--- src/rtl/ulpc_pkg.sv ---
package ulpc_pkg;

  // status codes, also used as the latched first error (ok means none)
  typedef enum logic [3:0] {
    ST_OK      = 4'd0,
    ST_EMPTY   = 4'd1,
    ST_CTRL    = 4'd2,
    ST_QUOTE   = 4'd3,
    ST_DOTS    = 4'd4,
    ST_DOT     = 4'd5,
    ST_SPECIAL = 4'd6,
    ST_UTF8    = 4'd7,
    ST_OPEN    = 4'd8
  } ulpc_status_e;

  localparam int unsigned ByteW   = 8;
  localparam int unsigned StatusW = 4;
  localparam int unsigned CpW     = 21;

  // ascii characters with a rule of their own
  localparam logic [7:0] ChDel       = 8'h7f;
  localparam logic [7:0] ChSpaceMin  = 8'h20;
  localparam logic [7:0] ChQuote     = 8'h22;
  localparam logic [7:0] ChDot       = 8'h2e;
  localparam logic [7:0] ChBackslash = 8'h5c;
  localparam logic [7:0] ChAt        = 8'h40;
  localparam logic [7:0] ChHash      = 8'h23;

  // utf-8 lead byte bounds
  localparam logic [7:0] LeadMin2 = 8'hc2;
  localparam logic [7:0] LeadMin3 = 8'he0;
  localparam logic [7:0] LeadMin4 = 8'hf0;
  localparam logic [7:0] LeadEnd  = 8'hf5;

  // code point bounds for overlong, surrogate and range checks
  localparam logic [CpW-1:0] CpMin2    = 21'h000080;
  localparam logic [CpW-1:0] CpMin3    = 21'h000800;
  localparam logic [CpW-1:0] CpMin4    = 21'h010000;
  localparam logic [CpW-1:0] CpMax     = 21'h10ffff;
  localparam logic [CpW-1:0] CpSurrLo  = 21'h00d800;
  localparam logic [CpW-1:0] CpSurrHi  = 21'h00dfff;

  // per-string checker state
  typedef struct packed {
    logic               inside_quote;
    logic               escape_pending;
    logic               seen_any_char;
    logic               previous_was_dot;
    logic [1:0]         continuation_left;
    logic [1:0]         sequence_length;
    logic [CpW-1:0]     code_point_acc;
    ulpc_status_e       first_error;
  } ulpc_state_t;

  // beat held in the input register
  typedef struct packed {
    logic [ByteW-1:0] data_byte;
    logic             last_byte;
    logic             end_without_byte;
  } ulpc_beat_t;

endpackage

--- src/rtl/utf8_email_local_part_check_top.sv ---
// Checks an email local part, one byte per beat, as strict UTF-8 under the
// RFC 6531 local-part rules, and gives one status beat when the string ends
// (at a beat with tlast, or a beat with tuser set, which ends it without a
// byte). A byte is taken every cycle, but a waiting status stalls input only
// when the next beat also closes a string. The status is registered as the
// closing beat leaves the input register. The per-string state is updated
// from the input register, so each string is checked back to back with no
// gap. The first error is latched; later bytes are ignored until the end.
// cfg_wdata_i set to 1 also bars # ^ ` { } | ~ outside quotes; write it only
// while no string is in progress.
module utf8_email_local_part_check_top (
  input  logic       clk_i,
  input  logic       rst_ni,
  input  logic       cfg_we_i,
  input  logic       cfg_wdata_i,
  input  logic       s_axis_tvalid,
  output logic       s_axis_tready,
  input  logic [7:0] s_axis_tdata,   // [7:0] data_byte
  input  logic       s_axis_tlast,   // last_byte
  input  logic       s_axis_tuser,   // [0] end_without_byte
  output logic       m_axis_tvalid,
  input  logic       m_axis_tready,
  output logic [7:0] m_axis_tdata    // [3:0] status, [7:4] zero
);

  logic                   extra_en_q;
  logic                   in_valid_q;
  ulpc_pkg::ulpc_beat_t   beat_q;
  ulpc_pkg::ulpc_state_t  state_q;
  ulpc_pkg::ulpc_state_t  state_d;
  ulpc_pkg::ulpc_status_e status;
  logic                   emit;
  logic                   out_free;
  logic                   advance;
  logic                   in_accept;

  // held beat moves on unless its status has nowhere to go
  assign advance       = in_valid_q && (!emit || out_free);
  assign s_axis_tready = !in_valid_q || advance;
  assign in_accept     = s_axis_tvalid && s_axis_tready;

  // configuration register
  always_ff @(posedge clk_i or negedge rst_ni) begin
    if (!rst_ni) begin
      extra_en_q <= 1'b0;
    end else if (cfg_we_i) begin
      extra_en_q <= cfg_wdata_i;
    end
  end

  // input register valid
  always_ff @(posedge clk_i or negedge rst_ni) begin
    if (!rst_ni) begin
      in_valid_q <= 1'b0;
    end else if (s_axis_tready) begin
      in_valid_q <= s_axis_tvalid;
    end
  end

  // input register payload
  always_ff @(posedge clk_i) begin
    if (in_accept) begin
      beat_q.data_byte        <= s_axis_tdata;
      beat_q.last_byte        <= s_axis_tlast;
      beat_q.end_without_byte <= s_axis_tuser;
    end
  end

  // per-string state
  always_ff @(posedge clk_i or negedge rst_ni) begin
    if (!rst_ni) begin
      state_q <= '0;
    end else if (advance) begin
      state_q <= state_d;
    end
  end

  ulpc_step u_step (
    .state_i                 (state_q),
    .beat_i                  (beat_q),
    .extra_specials_enable_i (extra_en_q),
    .state_next_o            (state_d),
    .emit_o                  (emit),
    .status_o                (status)
  );

  ulpc_out_reg u_out_reg (
    .clk_i         (clk_i),
    .rst_ni        (rst_ni),
    .load_i        (advance && emit),
    .status_i      (status),
    .free_o        (out_free),
    .m_axis_tvalid (m_axis_tvalid),
    .m_axis_tready (m_axis_tready),
    .m_axis_tdata  (m_axis_tdata)
  );

endmodule

--- src/rtl/ulpc_step.sv ---
module ulpc_step (
  input  ulpc_pkg::ulpc_state_t  state_i,
  input  ulpc_pkg::ulpc_beat_t   beat_i,
  input  logic                   extra_specials_enable_i,
  output ulpc_pkg::ulpc_state_t  state_next_o,
  output logic                   emit_o,
  output ulpc_pkg::ulpc_status_e status_o
);

  ulpc_pkg::ulpc_state_t  nxt;
  ulpc_pkg::ulpc_status_e err;
  ulpc_pkg::ulpc_status_e fin;
  logic [7:0]             b;
  logic [ulpc_pkg::CpW-1:0] acc_new;
  logic [1:0]             cont_new;

  assign b = beat_i.data_byte;

  // byte checks and next state
  always_comb begin
    nxt      = state_i;
    err      = ulpc_pkg::ST_OK;
    acc_new  = {state_i.code_point_acc[ulpc_pkg::CpW-7:0], b[5:0]};
    cont_new = state_i.continuation_left - 2'd1;
    emit_o   = 1'b1;

    if (!beat_i.end_without_byte) begin
      emit_o = beat_i.last_byte;
      if (state_i.first_error == ulpc_pkg::ST_OK) begin
        if (state_i.continuation_left == 2'd0) begin
          if (!b[7]) begin
            // ascii character
            if (b < ulpc_pkg::ChSpaceMin || b == ulpc_pkg::ChDel) begin
              err = ulpc_pkg::ST_CTRL;
            end else if (!state_i.inside_quote) begin
              case (b) inside
                ulpc_pkg::ChQuote: begin
                  if (!state_i.seen_any_char || state_i.previous_was_dot) begin
                    nxt.inside_quote = 1'b1;
                  end else begin
                    err = ulpc_pkg::ST_QUOTE;
                  end
                end
                ulpc_pkg::ChDot: begin
                  if (state_i.seen_any_char && state_i.previous_was_dot) begin
                    err = ulpc_pkg::ST_DOTS;
                  end else if (!state_i.seen_any_char || beat_i.last_byte) begin
                    err = ulpc_pkg::ST_DOT;
                  end
                end
                8'h28, 8'h29, 8'h3c, 8'h3e, ulpc_pkg::ChAt, 8'h2c, 8'h3b, 8'h3a,
                ulpc_pkg::ChBackslash, 8'h5b, 8'h5d, 8'h20: begin
                  err = ulpc_pkg::ST_SPECIAL;
                end
                ulpc_pkg::ChHash, 8'h5e, 8'h60, 8'h7e, 8'h7b, 8'h7d, 8'h7c: begin
                  if (extra_specials_enable_i) begin
                    err = ulpc_pkg::ST_SPECIAL;
                  end
                end
                default: ;
              endcase
            end else if (state_i.escape_pending) begin
              nxt.escape_pending = 1'b0;
            end else if (b == ulpc_pkg::ChQuote) begin
              nxt.inside_quote = 1'b0;
            end else if (b == ulpc_pkg::ChBackslash) begin
              nxt.escape_pending = 1'b1;
            end
            if (err == ulpc_pkg::ST_OK) begin
              nxt.previous_was_dot = (b == ulpc_pkg::ChDot);
              nxt.seen_any_char    = 1'b1;
            end
          end else if (b < ulpc_pkg::LeadMin2 || b >= ulpc_pkg::LeadEnd) begin
            err = ulpc_pkg::ST_UTF8;
          end else if (b < ulpc_pkg::LeadMin3) begin
            nxt.code_point_acc    = {16'd0, b[4:0]};
            nxt.sequence_length   = 2'd1;
            nxt.continuation_left = 2'd1;
          end else if (b < ulpc_pkg::LeadMin4) begin
            nxt.code_point_acc    = {17'd0, b[3:0]};
            nxt.sequence_length   = 2'd2;
            nxt.continuation_left = 2'd2;
          end else begin
            nxt.code_point_acc    = {18'd0, b[2:0]};
            nxt.sequence_length   = 2'd3;
            nxt.continuation_left = 2'd3;
          end
        end else if (b[7:6] != 2'b10) begin
          err = ulpc_pkg::ST_UTF8;
        end else begin
          // continuation byte
          nxt.code_point_acc    = acc_new;
          nxt.continuation_left = cont_new;
          if (cont_new == 2'd0) begin
            if (state_i.sequence_length == 2'd1) begin
              if (acc_new < ulpc_pkg::CpMin2) err = ulpc_pkg::ST_UTF8;
            end else if (state_i.sequence_length == 2'd2) begin
              if (acc_new < ulpc_pkg::CpMin3 ||
                  (acc_new >= ulpc_pkg::CpSurrLo && acc_new <= ulpc_pkg::CpSurrHi)) begin
                err = ulpc_pkg::ST_UTF8;
              end
            end else begin
              if (acc_new < ulpc_pkg::CpMin4 || acc_new > ulpc_pkg::CpMax) begin
                err = ulpc_pkg::ST_UTF8;
              end
            end
            if (err == ulpc_pkg::ST_OK) begin
              nxt.previous_was_dot = 1'b0;
              nxt.seen_any_char    = 1'b1;
            end
          end
        end
        nxt.first_error = err;
      end
    end

    // end-of-string status
    if (nxt.first_error != ulpc_pkg::ST_OK) begin
      fin = nxt.first_error;
    end else if (nxt.continuation_left != 2'd0) begin
      fin = ulpc_pkg::ST_UTF8;
    end else if (!nxt.seen_any_char) begin
      fin = ulpc_pkg::ST_EMPTY;
    end else if (beat_i.end_without_byte && !nxt.inside_quote && nxt.previous_was_dot) begin
      fin = ulpc_pkg::ST_DOT;
    end else if (nxt.inside_quote) begin
      fin = ulpc_pkg::ST_OPEN;
    end else begin
      fin = ulpc_pkg::ST_OK;
    end

    // string closed: back to the reset state
    if (emit_o) begin
      nxt = '0;
    end
  end

  assign state_next_o = nxt;
  assign status_o     = fin;

endmodule

--- src/rtl/ulpc_out_reg.sv ---
module ulpc_out_reg (
  input  logic                   clk_i,
  input  logic                   rst_ni,
  input  logic                   load_i,
  input  ulpc_pkg::ulpc_status_e status_i,
  output logic                   free_o,
  output logic                   m_axis_tvalid,
  input  logic                   m_axis_tready,
  output logic [7:0]             m_axis_tdata
);

  logic                   valid_q;
  ulpc_pkg::ulpc_status_e status_q;

  // register may be loaded when empty or drained this cycle
  assign free_o = !valid_q || m_axis_tready;

  // valid flag
  always_ff @(posedge clk_i or negedge rst_ni) begin
    if (!rst_ni) begin
      valid_q <= 1'b0;
    end else if (load_i) begin
      valid_q <= 1'b1;
    end else if (m_axis_tready) begin
      valid_q <= 1'b0;
    end
  end

  // status payload
  always_ff @(posedge clk_i) begin
    if (load_i) begin
      status_q <= status_i;
    end
  end

  assign m_axis_tvalid = valid_q;
  assign m_axis_tdata  = {{(8 - ulpc_pkg::StatusW){1'b0}}, status_q};

endmodule
--- config.mk ---
export PLATFORM = sky130hd
export DESIGN_NAME = utf8_email_local_part_check_top
export DESIGN_NICKNAME = d
export VERILOG_FILES = /design/src/rtl/ulpc_pkg.sv /design/src/rtl/utf8_email_local_part_check_top.sv /design/src/rtl/ulpc_step.sv /design/src/rtl/ulpc_out_reg.sv
export SDC_FILE = /design/constraint.sdc
export NUM_CORES = 1
export LEC_CHECK = 0
export CAP_MARGIN = 20
export CORE_AREA = 5 5 83 85
export CTS_BUF_LIST = sky130_fd_sc_hd__clkbuf_4 sky130_fd_sc_hd__clkbuf_8 sky130_fd_sc_hd__clkbuf_16
export DETAILED_ROUTE_END_ITERATION = 10
export DIE_AREA = 0 0 88 90
export DONT_BUFFER_PORTS = 1
export PLACE_DENSITY_LB_ADDON = 0.3
export SKIP_CTS_REPAIR_TIMING = 1
export SLEW_MARGIN = 25
export SYNTH_ARGS = -nofsm -noshare
export SYNTH_HDL_FRONTEND = slang
export SYNTH_HIERARCHICAL = 1
export SYNTH_SLANG_ARGS = --single-unit
--- constraint.sdc ---
create_clock -name clk_i -period 2.8 [get_ports clk_i]
set_input_delay 0.56 -clock clk_i [delete_from_list [all_inputs] [get_ports clk_i]]
set_output_delay 0.56 -clock clk_i [all_outputs]
set_load 0.02 [all_outputs]
==> summary.json <==
{
  "critical_path_at": {"value": 2900, "unit": "ps"},
  "worst_reg2reg_path_startpoint": {"value": "state_q[0]"},
  "die_width": {"value": 88, "unit": "um"},
  "cts_max_level": {"value": 2},
  "routed_wire_length": {"value": 6550, "unit": "um"},
  "largest_net_degree_at_the_start_of_global_routing": {"value": 31},
  "stdcell_count": {"value": 386},
  "grt.overflow.total": {"value": 0},
  "core_area": {"value": 6130, "unit": "um2"},
  "all_layer_gr_usage": {"value": 17.7, "unit": "%"},
  "ir_drop": {"value": 0.000279, "unit": "V"},
  "placed_cell_area": {"value": 2980, "unit": "um2"},
  "finalHoldViolations": {"value": 0},
  "dieHeight": {"value": 90, "unit": "um"},
  "critPathLaunchType": {"value": "register"},
  "syn-instance-count": {"value": 303},
  "clkTransAtPathRegs": {"value": 90, "unit": "ps"},
  "finalWorstPathRequiredPeriod": {"value": 2710, "unit": "ps"},
  "syn-cell-area": {"value": 2890, "unit": "um2"},
  "detailedRoute.firstPassIterationCount": {"value": 4},
  "drv_cap": {"value": 0},
  "grt_pass1_vias": {"value": 2237},
  "max_freq": {"value": 0.369, "unit": "GHz"},
  "ctsRootBufferMaster": {"value": "clkbuf_8"},
  "critPathCaptureType": {"value": "register"},
  "cellPowerDensity": {"value": 469, "unit": "nW/um2"},
  "stdcell_area": {"value": 3120, "unit": "um2"},
  "cts_max_path_buffers": {"value": 2},
  "first_iter_violations": {"value": 152},
  "syn-mean-instance-area": {"value": 9.54, "unit": "um2"},
  "antenna-diode-count": {"value": 0},
  "worst_slew_pin_slew": {"value": 519, "unit": "ps"},
  "grt_setup_unrepaired": {"value": "false"},
  "setup_tns": {"value": 0, "unit": "ps"},
  "worst-r2r-setup-slack": {"value": 90, "unit": "ps"},
  "cts_tree": {"value": "built"},
  "area_growth_syn_to_layout": {"value": 7.97, "unit": "%"},
  "clock_skew": {"value": 7.81, "unit": "ps"},
  "drt-wirelength-per-cell": {"value": 17.0, "unit": "um"},
  "fin_nets": {"value": 326},
  "share_of_cells_above_drive_strength_1": {"value": 25.2, "unit": "%"},
  "global_route_wire_length_before_repair": {"value": 11200, "unit": "um"},
  "worst_hold_path_type": {"value": "input port to asynchronous set/reset pin"},
  "rr_worst_depth": {"value": 8},
  "ant_nets": {"value": 0},
  "relSlewSlack": {"value": 65.4, "unit": "%"},
  "crit_path_max_fanout": {"value": 4},
  "ys.warnings.count": {"value": 6},
  "timing.final.max_slew_violations": {"value": 0},
  "final_cell_mix": {"value": "dfrtp_1 (30), a21oi_1 (28), mux2_2 (26)"},
  "boundaryPins": {"value": 26},
  "initial_core_util": {"value": 47.1, "unit": "%"},
  "p_leak": {"value": 1.27, "unit": "nW"},
  "rr_endpoint": {"value": "state_q[29]"},
  "layout_commonest_cell": {"value": "dfrtp_1"},
  "run_status": {"value": "complete, no violations"},
  "fin_crit_sh": {"value": 96.7, "unit": "%"},
  "gp_routability_congestion": {"value": 0.872},
  "worstSetupPathType": {"value": "register to register"},
  "hpwl": {"value": 4650, "unit": "um"},
  "die_area": {"value": 7920, "unit": "um2"},
  "critPathRequiredTime": {"value": 2990, "unit": "ps"},
  "combined_area_of_the_multi_input_logic_cells": {"value": 1560, "unit": "um2"},
  "dp_cells": {"value": 374},
  "hold_ws": {"value": 75.3, "unit": "ps"},
  "grt_antenna_before_repair": {"value": 0},
  "cts_inserted_buffers": {"value": 5},
  "num_rows": {"value": 29},
  "via_per_inst": {"value": 5.96},
  "clock_insertion_delay_worst_skew": {"value": 300, "unit": "ps"},
  "tritoncts_num_sinks": {"value": 44},
  "vias": {"value": 2302},
  "fillers": {"value": 567},
  "remaining_drc_errors": {"value": 0},
  "setup-violations-final": {"value": 0},
  "place.port_buffers": {"value": 0},
  "ff_latch_area": {"value": 1170, "unit": "um2"}
}
[power breakdown]
group          switching [W]  total, W  internal, W
sequential         0.0000467  0.000751     0.000704
clock               0.000218  0.000412     0.000194
combinational       0.000174  0.000302     0.000127
total               0.000439   0.00146      0.00102
[flip-flops by register name, indices dropped and copies added, names as in the netlist]
| register | cells |
|---|---|
| u_out_reg/status_q | 4 |
| extra_en_q | 1 |
| u_out_reg/m_axis_tvalid | 1 |
| beat_q | 10 |
| in_valid_q | 1 |
| state_q | 27 |
[cell type report]
| class | count | area share (%) |
|---|---|---|
| well taps | 77 | 3.09 |
| inverters | 12 | 1.44 |
| flip-flops and latches | 44 | 37.5 |
| multi-input cells | 225 | 49.9 |
| clock inverters | 1 | 0.120 |
| clock buffers | 7 | 2.69 |
| repair buffers | 20 | 5.21 |
[per-layer routing]
metal	GRT usage (%)	share of wire, %
met5	0	0
met1	24.6	46
met2	27.5	48
met4	5.75	1.1
met3	3.20	4.7
[worst max path at each step]
stage	start	end	slack, ps
after CTS	state_q[0]	state_q[29]	70
after global routing	state_q[0]	state_q[29]	7
after global placement	state_q[0]	state_q[29]	150
after detailed placement	state_q[0]	state_q[29]	80
after floorplan	state_q[0]	state_q[29]	120
final	state_q[0]	state_q[29]	90
[worst max-delay path: stages, from the launching register on]
cell,delay [ps]
dfrtp_1,420
or4_4,540
or3b_4,410
or3_4,380
nor3_4,230
a22oi_1,110
mux2i_1,170
nor2_1,50
mux2_1,290
[per-stage QoR]
stage	total power (W)	setup WS, ps	util, %
5_1_grt	0.00154	6.79	50.9
2_1_floorplan	0.000987	117	-
6_report	0.00146	91.3	50.9
4_1_cts	0.00146	72.1	50.1
3_5_place_dp	0.00104	78.2	48.6
3_3_place_gp	0.00104	152	48.6
No activity file was read; power rests on OpenSTA's default activity.
